===== src/rtl/max_xor_binary_trie_core_assert.svh =====
// Assertion macros shared by the trie core.
`ifndef MAX_XOR_BINARY_TRIE_CORE_ASSERT_SVH
`define MAX_XOR_BINARY_TRIE_CORE_ASSERT_SVH

// Same-cycle implication, checked outside reset
`define MXT_ASSERT_IMP(lbl, clk, rst_n, ante, cons) \
    lbl: assert property (@(posedge clk) disable iff (!rst_n) (ante) |-> (cons)) \
        else $error("trie core assertion failed");

// Next-cycle implication, checked outside reset
`define MXT_ASSERT_NXT(lbl, clk, rst_n, ante, cons) \
    lbl: assert property (@(posedge clk) disable iff (!rst_n) (ante) |=> (cons)) \
        else $error("trie core assertion failed");

`endif


===== src/rtl/mxt_pkg.sv =====
`timescale 1ns / 1ps
package mxt_pkg;

    localparam int KEY_BITS   = 31;
    localparam int NODE_COUNT = 32768;
    localparam int LINK_W     = $clog2(NODE_COUNT);
    localparam int FREE_W     = LINK_W + 1;
    localparam int ENTRY_W    = 2 * LINK_W;
    localparam int LEVEL_W    = (KEY_BITS > 1) ? $clog2(KEY_BITS) : 1;
    localparam int SUM_W      = FREE_W + 1;

    typedef enum logic [1:0] {
        ST_INSERTED = 2'd0,
        ST_FULL     = 2'd1,
        ST_ANSWERED = 2'd2,
        ST_EMPTY    = 2'd3
    } t_status;

    typedef enum logic [1:0] {
        S_IDLE,
        S_WALK,
        S_ALLOC
    } t_state;

    // Commands from the controller to the datapath
    typedef struct packed {
        logic    load;
        logic    walk_step;
        logic    link_parent;
        logic    alloc_step;
        logic    finish;
        t_status code;
    } t_dp_cmd;

    // Status from the datapath to the controller
    typedef struct packed {
        logic is_query;
        logic root_empty;
        logic link_missing;
        logic last_level;
        logic pool_short;
    } t_dp_status;

endpackage


===== src/rtl/mxt_ctrl.sv =====
`timescale 1ns / 1ps
module mxt_ctrl import mxt_pkg::*; (
    input  logic       i_clk,
    input  logic       i_rst_n,
    input  logic       start,
    input  t_dp_status i_stat,
    output t_dp_cmd    o_cmd,
    output logic       o_busy
);

    t_state r_state;
    t_state n_state;

    // Advance state
    always_ff @(posedge i_clk) begin
        if (!i_rst_n) begin
            r_state <= S_IDLE;
        end else begin
            r_state <= n_state;
        end
    end

    // Next state
    always_comb begin
        n_state = r_state;
        unique case (r_state)
            S_IDLE: begin
                if (start) begin
                    n_state = S_WALK;
                end
            end
            S_WALK: begin
                if (i_stat.is_query) begin
                    if (i_stat.root_empty || i_stat.last_level) begin
                        n_state = S_IDLE;
                    end
                end else if (i_stat.link_missing) begin
                    n_state = i_stat.pool_short ? S_IDLE : S_ALLOC;
                end else if (i_stat.last_level) begin
                    n_state = S_IDLE;
                end
            end
            S_ALLOC: begin
                if (i_stat.last_level) begin
                    n_state = S_IDLE;
                end
            end
            default: n_state = S_IDLE;
        endcase
    end

    // Commands
    always_comb begin
        o_cmd      = '0;
        o_cmd.code = ST_INSERTED;
        unique case (r_state)
            S_IDLE: begin
                o_cmd.load = start;
            end
            S_WALK: begin
                if (i_stat.is_query) begin
                    if (i_stat.root_empty) begin
                        o_cmd.finish = 1'b1;
                        o_cmd.code   = ST_EMPTY;
                    end else begin
                        o_cmd.walk_step = 1'b1;
                        o_cmd.finish    = i_stat.last_level;
                        o_cmd.code      = ST_ANSWERED;
                    end
                end else if (i_stat.link_missing) begin
                    if (i_stat.pool_short) begin
                        o_cmd.finish = 1'b1;
                        o_cmd.code   = ST_FULL;
                    end else begin
                        o_cmd.link_parent = 1'b1;
                    end
                end else begin
                    // Existing path; a full path is a duplicate
                    o_cmd.walk_step = 1'b1;
                    o_cmd.finish    = i_stat.last_level;
                end
            end
            S_ALLOC: begin
                o_cmd.alloc_step = 1'b1;
                o_cmd.finish     = i_stat.last_level;
            end
            default: o_cmd = '0;
        endcase
    end

    assign o_busy = (r_state != S_IDLE);

endmodule


===== config.mk =====
export PLATFORM = sky130hd
export DESIGN_NAME = mxt_ctrl
export DESIGN_NICKNAME = d
export VERILOG_FILES = /design/src/rtl/max_xor_binary_trie_core_assert.svh /design/src/rtl/mxt_pkg.sv /design/src/rtl/mxt_ctrl.sv
export SDC_FILE = /design/constraint.sdc
export NUM_CORES = 1
export LEC_CHECK = 0
export ABC_AREA = 0
export BUFFER_PORTS_ARGS = -buffer_cell sky130_fd_sc_hd__buf_2
export CORE_AREA = 4 4 41 43
export DETAILED_ROUTE_END_ITERATION = 7
export DIE_AREA = 0 0 45 47
export MAX_ROUTING_LAYER = met4
export SLEW_MARGIN = 10
export SYNTH_ARGS = -nofsm -noshare
export SYNTH_HDL_FRONTEND = slang
export SYNTH_SLANG_ARGS = --single-unit

===== constraint.sdc =====
create_clock -name i_clk -period 1.7 [get_ports i_clk]
set_input_delay 0.17 -clock i_clk [delete_from_list [all_inputs] [get_ports i_clk]]
set_output_delay 0.17 -clock i_clk [all_outputs]
set_load 0.05 [all_outputs]

==> results_dict.tcl, run 1 <==
set metrics [dict create \
    insertion_delay_ns 0.22 \
    r2r_slack_ns 0.41 \
    io_buffers 15 \
    status "finished, final reports clean" \
    crit_arrival_ns 1.43 \
    cts-htree-levels 1 \
    crit_type "flip-flop to primary output" \
    max_slew_margin_pct 80.0 \
    synth_top_area_cell "ha_1" \
    grt_pass1_vias 318 \
    drt-wirelength-per-cell_um 10.9 \
    fin_crit_ns 1.60 \
    slew_viol_final 0 \
    cts_hold_buf 0 \
    cp-end-kind "primary output" \
    largestRegisters "r_state (2)" \
    wl_um 751 \
    cts_resized 1 \
    ant_nets 0 \
    reg2regPathDepth 5 \
    fmax_ghz 0.626 \
    antenna_found_initial 0 \
    avgSynthCellArea_um2 8.17 \
    start_util_pct 22.6 \
    synth.yosys.warnings 0 \
    final_common_cell "buf_2" \
    drive_above_1_share_pct 38.9 \
    timing.rr.end "r_state[0]" \
    tightest_slew_ns 0.300 \
    hold_class "input pin to flip-flop" \
    io_pins 16 \
    clk_pin_slew_ns 0.03 \
    yosysTopAreaCellShare_pct 17.0 \
    ys_ff_latch 2 \
    n_antenna_cell 0 \
    setup_viol 0 \
    syn_inst 36 \
    synth_area_leaders "ha_1, dfxtp_1, o2111ai_1" \
    startpoint_type "flip-flop" \
    min_to "r_state[1]" \
    place.gp.congestion 0.752 \
    reg2reg_from "r_state[1]" \
    finClkSkew_ns 0.000746 \
    layout_common_cells "buf_2, inv_1, o2111ai_1, ha_1, clkbuf_4" \
    grt_pass1_wl_um 1230 \
    powerDensity_nw_per_um2 589 \
    gr-usage-all-layers_pct 8.22 \
    fin_tns_setup_ns 0 \
    p_leak_nw 0.206 \
    irDropWorstVdd_v 0.000145 \
    holdCritStartpoint "i_rst_n" \
    dp_hpwl_um 598 \
    p_total_mw 0.253 \
    cts_made_buffers 3 \
    grt_max_degree 10 \
    row_count 13 \
    syn_to_final_growth_pct 46.4 \
    die_w_um 45 \
    cts_sinks 2 \
    critPathMaxFanout 8 \
    synthesis.nets 48 \
    yosys.cell_types.count 21 \
    viasPerCell 4.72 \
    layout.nets 68 \
    rsz0062_at_grt "false" \
    drc 0 \
    dieHeight_um 47 \
    cts-root-buf "clkbuf_4" \
    cts_tree "built" \
    fin_crit_sh_pct 94.0 \
    hold_depth 3 \
    first_pass_iters 3 \
    largest_reg_flops 2 \
    grt.overflow.total 0 \
    syn-cell-area_um2 294 \
    dpl_cell_area_um2 399 \
    finish.instance_area_um2 430 \
    hold_violations 0 \
    core_um2 1300 \
    drt-initial-drc-count 3 \
    die_area_um2 2120 \
    cts_buffer_depth 2 \
    yosysSeqAreaShare_pct 13.6 \
    required_ns 1.53 \
    cts_setup_buffers 0 \
    vias 326 \
    maxCapViolations 0 \
    top_register "r_state" \
]
[where the power goes]
| group | leakage [nW] | internal, mW | switching (mW) |
|---|---|---|---|
| Clock | 0.0138 | 0.0778 | 0.0263 |
| Sequential | 0.0164 | 0.0496 | 0.00303 |
| Combinational | 0.176 | 0.0334 | 0.0632 |
| Total | 0.206 | 0.161 | 0.0926 |
[worst max-delay path, stage by stage, from the launching register on]
cell      delay [ns]
dfxtp_1         0.34
inv_1           0.10
ha_2            0.24
o221ai_1        0.18
a21boi_4        0.18
buf_6           0.17
[cell families (layout without fill, tap and decap cells)]
group / count (synthesis) / in the layout / share of synthesized area [%]
AND/OR/NAND/NOR: 13 / 13 / 33.2
multiplexers: 1 / 1 / 3.83
AO/OA/AOI/OAI: 10 / 10 / 24.7
adder cells (fa/ha/maj): 4 / 4 / 17.0
flip-flops: 2 / 2 / 13.6
buffers and inverters: 6 / 24 / 7.66
[per-layer routing]
| layer | part of all wire, % | GRT usage, % | vias up |
|---|---|---|---|
| li1 | - | - | 175 |
| met1 | 48 | 9.73 | 145 |
| met2 | 47 | 12.7 | 6 |
| met3 | 4.9 | 1.53 | 0 |
| met4 | 0 | 5.26 | 0 |
| met5 | 0 | - | - |
[synth_stat cells (all sizes together)]
library cell,instances
nor2b,1
nand4bb,1
and3,1
o21ai,2
a21boi,2
dfxtp,2
nand4,1
mux2,1
nand2,2
o221ai,1
and4bb,2
ha,4
nand2b,1
o2111ai,3
nand3b,1
nor3b,1
and2,2
inv,6
a31oi,2
[worst max path at each step]
stage | startpoint | end | slack, ns | depth (start not counted)
after floorplan | r_state[0] | o_cmd[2] | 0.09 | 4
after global placement | r_state[1] | o_cmd[2] | 0.21 | 5
after detailed placement | r_state[1] | o_cmd[2] | 0.20 | 5
after CTS | r_state[1] | o_cmd[2] | 0.02 | 5
after global routing | r_state[1] | o_cmd[2] | 0.002 | 5
final | r_state[1] | o_cmd[2] | 0.10 | 5
[area by class of cell]
| class | instances | area (um2) |
|---|---|---|
| timing repair buffer | 15 | 81.3 |
| tap | 15 | 18.8 |
| inverter | 6 | 22.5 |
| multi-input combinational | 28 | 245 |
| sequential | 2 | 40.0 |
| fill | 155 | 871 |
| clock buffer | 3 | 22.5 |
[metrics by stage]
step	instances	utilization (%)	setup WS [ns]	hold WS, ns
after floorplan	36	-	0.0878	0.301
after global placement	66	30.7	0.213	0.423
after detailed placement	66	30.7	0.201	0.426
after CTS	69	32.6	0.0191	0.187
after global routing	69	33.1	0.00204	0.221
final	69	33.1	0.102	0.196
Power figures use the tool's default switching activity.
==> run 2, diff against run 1 <==
PLACE_DENSITY_LB_ADDON = 0.25   (was unset)
==> results_dict.tcl, run 2 (synthesis results as in run 1) <==
set metrics [dict create \
    cts_tree "built" \
    vias 333 \
    crit_family "flip-flops" \
    fin_crit_sh_pct 94.4 \
    grt.overflow.total 0 \
    cts-root-buf "clkbuf_4" \
    drive_above_1_share_pct 38.9 \
    hold_class "input pin to flip-flop" \
    dp_hpwl_um 608 \
    grt_use_met2_pct 12.7 \
    status "finished, final reports clean" \
    met3_usage_pct 3.07 \
    layout_common_cells "buf_2, inv_1, o2111ai_1, ha_1, clkbuf_4" \
    dpl_worst_slack_ns 0.203 \
    drc 0 \
    antenna_found_initial 0 \
    final_common_cell "buf_2" \
    slowest_stage "dfxtp_1" \
    maxCapViolations 0 \
    cp_slowest_stage_delay_ns 0.34 \
    place_inst 66 \
    layout.nets 68 \
    path_cells "inv_1 -> ha_2 -> o221ai_1 -> a21boi_4 -> buf_4" \
    io_buffers 15 \
    finClkSkew_ns 0.00271 \
    gr-usage-all-layers_pct 8.71 \
    place.gp.congestion 0.758 \
    cts_made_buffers 3 \
    insertion_delay_ns 0.22 \
    die_area_um2 2120 \
    grt_max_degree 10 \
    critPathMaxFanout 8 \
    setup_viol 0 \
    wl_um 757 \
    io_pins 16 \
    clk_pin_slew_ns 0.03 \
    first_pass_iters 4 \
    cts-htree-levels 1 \
    dieHeight_um 47 \
    irDropWorstVdd_v 0.000171 \
    powerDensity_nw_per_um2 597 \
    postLayoutSetupSlackWorst_ns 0.0959 \
    viasPerCell 4.83 \
    fmax_ghz 0.623 \
    rsz0062_at_grt "false" \
    row_count 13 \
    largest_reg_flops 2 \
    grt-busiest-layer "met2" \
    final_cell_count_no_fill 69 \
    tightest_slew_ns 0.292 \
    top_register "r_state" \
    die_w_um 45 \
    crit_buf_inv 2 \
    max_slew_margin_pct 80.5 \
    startpoint_type "flip-flop" \
    largestRegisters "r_state (2)" \
    drt-initial-drc-count 2 \
    cp-end-kind "primary output" \
    worst_hold_slack_ns 0.188 \
    fin_crit_ns 1.60 \
    fin_tns_setup_ns 0 \
    required_ns 1.53 \
    slew_viol_final 0 \
    n_antenna_cell 0 \
    cts_sinks 2 \
    start_util_pct 22.6 \
    crit_type "flip-flop to primary output" \
    syn_to_final_growth_pct 45.1 \
    p_total_mw 0.255 \
    hold_violations 0 \
    ant_nets 0 \
    p_leak_nw 0.205 \
    use_met1_pct 10.9 \
    core_um2 1300 \
    crit_arrival_ns 1.43 \
    cts_buffer_depth 2 \
    grt_pass1_vias 325 \
    grt_pass1_wl_um 1330 \
    drt-wirelength-per-cell_um 11.0 \
]
==> run 2: cell counts in the layout (fill, tap and decap cells not counted) <==
No cell type changed its count.
==> run 2: area by class of cell <==
| class | instances | area, um2 |
|---|---|---|
| clock buffers | 3 | 22.5 |
| fillers | 148 | 875 |
| inverters | 6 | 22.5 |
| multi-input cells | 28 | 245 |
| flip-flops and latches | 2 | 40.0 |
| well taps | 15 | 18.8 |
| repair buffers | 15 | 77.6 |
==> run 2: worst register-to-register path, stage by stage (launching register included) <==
cell and delay (ns):
dfxtp_1 0.34, inv_1 0.10, ha_2 0.23, nor3b_1 0.29, o2111ai_1 0.14, a31oi_1 0.16
==> run 2: final timing paths <==
check                           startpoint    endpoint  slack [ns]  cells past startpoint
worst max-delay path            r_state[1]    o_cmd[2]         0.1                      5
worst min-delay path               i_rst_n  r_state[1]        0.19                      3
worst max register to register  r_state[1]  r_state[0]        0.36                      5
worst min register to register  r_state[1]  r_state[1]        0.57                      2
==> run 2: power by group <==
group          total, mW  switching [mW]  internal [mW]
clock network      0.106          0.0282         0.0780
logic             0.0959          0.0630         0.0329
registers         0.0527         0.00307         0.0496
==> run 2: timing repair <==
action	CTS	global route
endpoints found under the setup margin	1	1
hold buffers	0	0
gates resized for setup	1	1
gates cloned	0	0
pin swaps	0	0
setup buffers	0	0
==> run 2: layer usage <==
layer  vias up  share of wire [%]
li1        172                  -
met1       149                 49
met2        12                 44
met3         0                7.3
met4         0                  0
met5         -                  0
==> run 2: metrics by stage <==
step	cell area, um2	util (%)
floorplan	305	-
global placement	399	30.7
detailed placement	399	30.7
CTS	424	32.6
global route	427	32.8
finish	427	32.8
==> run 3, diff against run 2 <==
CAP_MARGIN = 20   (was unset)
SETUP_SLACK_MARGIN = 0.1   (was unset)
==> results_dict.tcl, run 3 (synthesis results as in run 1) <==
set metrics [dict create \
    status "finished, final reports clean" \
    dieHeight_um 47 \
    largestRegisters "r_state (2)" \
    dp_hpwl_um 590 \
    reg2regPathDepth 5 \
    finClkSkew_ns 0.00398 \
    reg2reg_from "r_state[1]" \
    n_antenna_cell 0 \
    syn_to_final_growth_pct 53.2 \
    path_cells "inv_2 -> ha_1 -> a21boi_4 -> buf_6" \
    required_ns 1.53 \
    holdCritStartpoint "i_rst_n" \
    row_count 13 \
    max_slew_margin_pct 81.9 \
    p_seq_share_pct 20.6 \
    viasPerCell 4.72 \
    crit_arrival_ns 1.34 \
    fin_crit_sh_pct 88.8 \
    die_w_um 45 \
    slew_viol_final 0 \
    grt.overflow.total 0 \
    irDropWorstVdd_v 0.000175 \
    power.share.clock_pct 40.9 \
    io_pins 16 \
    maxCapViolations 0 \
    grt_pass1_vias 338 \
    final_common_cell "buf_2" \
    r2r_slack_ns 0.43 \
    drive_above_1_share_pct 46.3 \
    place.gp.congestion 0.731 \
    largest_reg_flops 2 \
    cts_tree "built" \
    drt-wirelength-per-cell_um 12.1 \
    layout.nets 68 \
    drc 0 \
    wl_um 836 \
    rsz0062_at_grt "false" \
    setup_viol 0 \
    crit_buf_inv 2 \
    crit_type "flip-flop to primary output" \
    cts_sinks 2 \
    antenna_found_initial 0 \
    p_int_mw 0.164 \
    startpoint_type "flip-flop" \
    cp_slowest_stage_delay_ns 0.42 \
    dpl_cell_area_um2 402 \
    p_sw_share_pct 37.9 \
    hold_depth 3 \
    io_buffers 15 \
    first_pass_iters 5 \
    cts_buffer_depth 2 \
    p_leak_nw 0.207 \
    tightest_slew_ns 0.271 \
    cts-htree-levels 1 \
    cp-end-kind "primary output" \
    start_util_pct 22.6 \
    die_area_um2 2120 \
    top_register "r_state" \
    min_to "r_state[0]" \
    ant_nets 0 \
    core_um2 1300 \
    fmax_ghz 0.662 \
    grt_pass1_wl_um 1330 \
    cts_made_buffers 3 \
    crit_family "flip-flops" \
    slowest_stage "dfxtp_1" \
    layout_common_cells "buf_2, inv_1, o2111ai_1, clkbuf_4" \
    drt-initial-drc-count 6 \
    fillers 154 \
    vias 326 \
    cts-root-buf "clkbuf_4" \
    cp-startpoint "r_state[1]" \
    hold_violations 0 \
    switching_power_mw 0.100 \
    fin_tns_setup_ns 0 \
    critPathMaxFanout 5 \
    fin_crit_ns 1.51 \
    hold_class "input pin to flip-flop" \
    powerDensity_nw_per_um2 586 \
    timing.rr.end "r_state[1]" \
    combPwrFrac_pct 38.5 \
    clk_pin_slew_ns 0.03 \
    insertion_delay_ns 0.23 \
    gr-usage-all-layers_pct 9.12 \
    grt_max_degree 10 \
    finish.instance_area_um2 450 \
]
[run 3: worst min-delay path, delay by kind of cell]
family / cells / cell delay (ns)
buf+inv: 2 / 0.16
compound gates: 1 / 0.04
[run 3: through the flow]
stage | instances | power [mW] | hold slack, ns | worst slack [ns] | utilization [%]
3_5_place_dp | 66 | 0.148 | 0.429 | 0.207 | 30.9
5_1_grt | 69 | 0.292 | 0.202 | 0.118 | 34.6
2_1_floorplan | 36 | 0.120 | 0.301 | 0.111 | -
3_3_place_gp | 66 | 0.149 | 0.422 | 0.202 | 30.9
4_1_cts | 69 | 0.264 | 0.187 | 0.104 | 33.3
6_report | 69 | 0.264 | 0.189 | 0.190 | 34.6
[run 3: worst max path at each step]
stage	end	cells past startpoint	slack, ns
after global routing	o_cmd[2]	4	0.12
final	o_cmd[2]	4	0.19
after global placement	o_cmd[2]	5	0.20
after floorplan	o_cmd[0]	3	0.11
after CTS	o_cmd[2]	5	0.10
after detailed placement	o_cmd[2]	5	0.21
[run 3: layout make-up]
class | count | area [um2] | share of cell area (%)
multi-input cells | 28 | 264 | 58.6
repair buffers | 15 | 81.3 | 18.1
flip-flops and latches | 2 | 41.3 | 9.17
well taps | 15 | 18.8 | 4.17
inverters | 6 | 22.5 | 5.00
clock buffers | 3 | 22.5 | 5.00
[run 3: layer usage]
| layer | vias to the layer above | GRT usage [%] | share of wire, % |
|---|---|---|---|
| li1 | 173 | - | - |
| met1 | 143 | 11.8 | 50 |
| met2 | 10 | 11.9 | 46 |
| met3 | 0 | 3.45 | 4.1 |
| met4 | 0 | 5.26 | 0 |
| met5 | - | - | 0 |
[run 3: timing repair]
action / CTS / global route
endpoints found under the setup margin: 1 / 3
hold buffers: 0 / 0
gates resized for setup: 3 / 4
buffers inserted: 0 / 0
[run 3: power groups by stage]
stage	Sequential [mW]	Clock (mW)	Combinational, mW
final	0.0544	0.108	0.102
after global routing	0.0550	0.127	0.110
after CTS	0.0528	0.114	0.0969
after detailed placement	0.0532	0	0.0949
after global placement	0.0530	0	0.0963
after floorplan	0.0524	0	0.0680
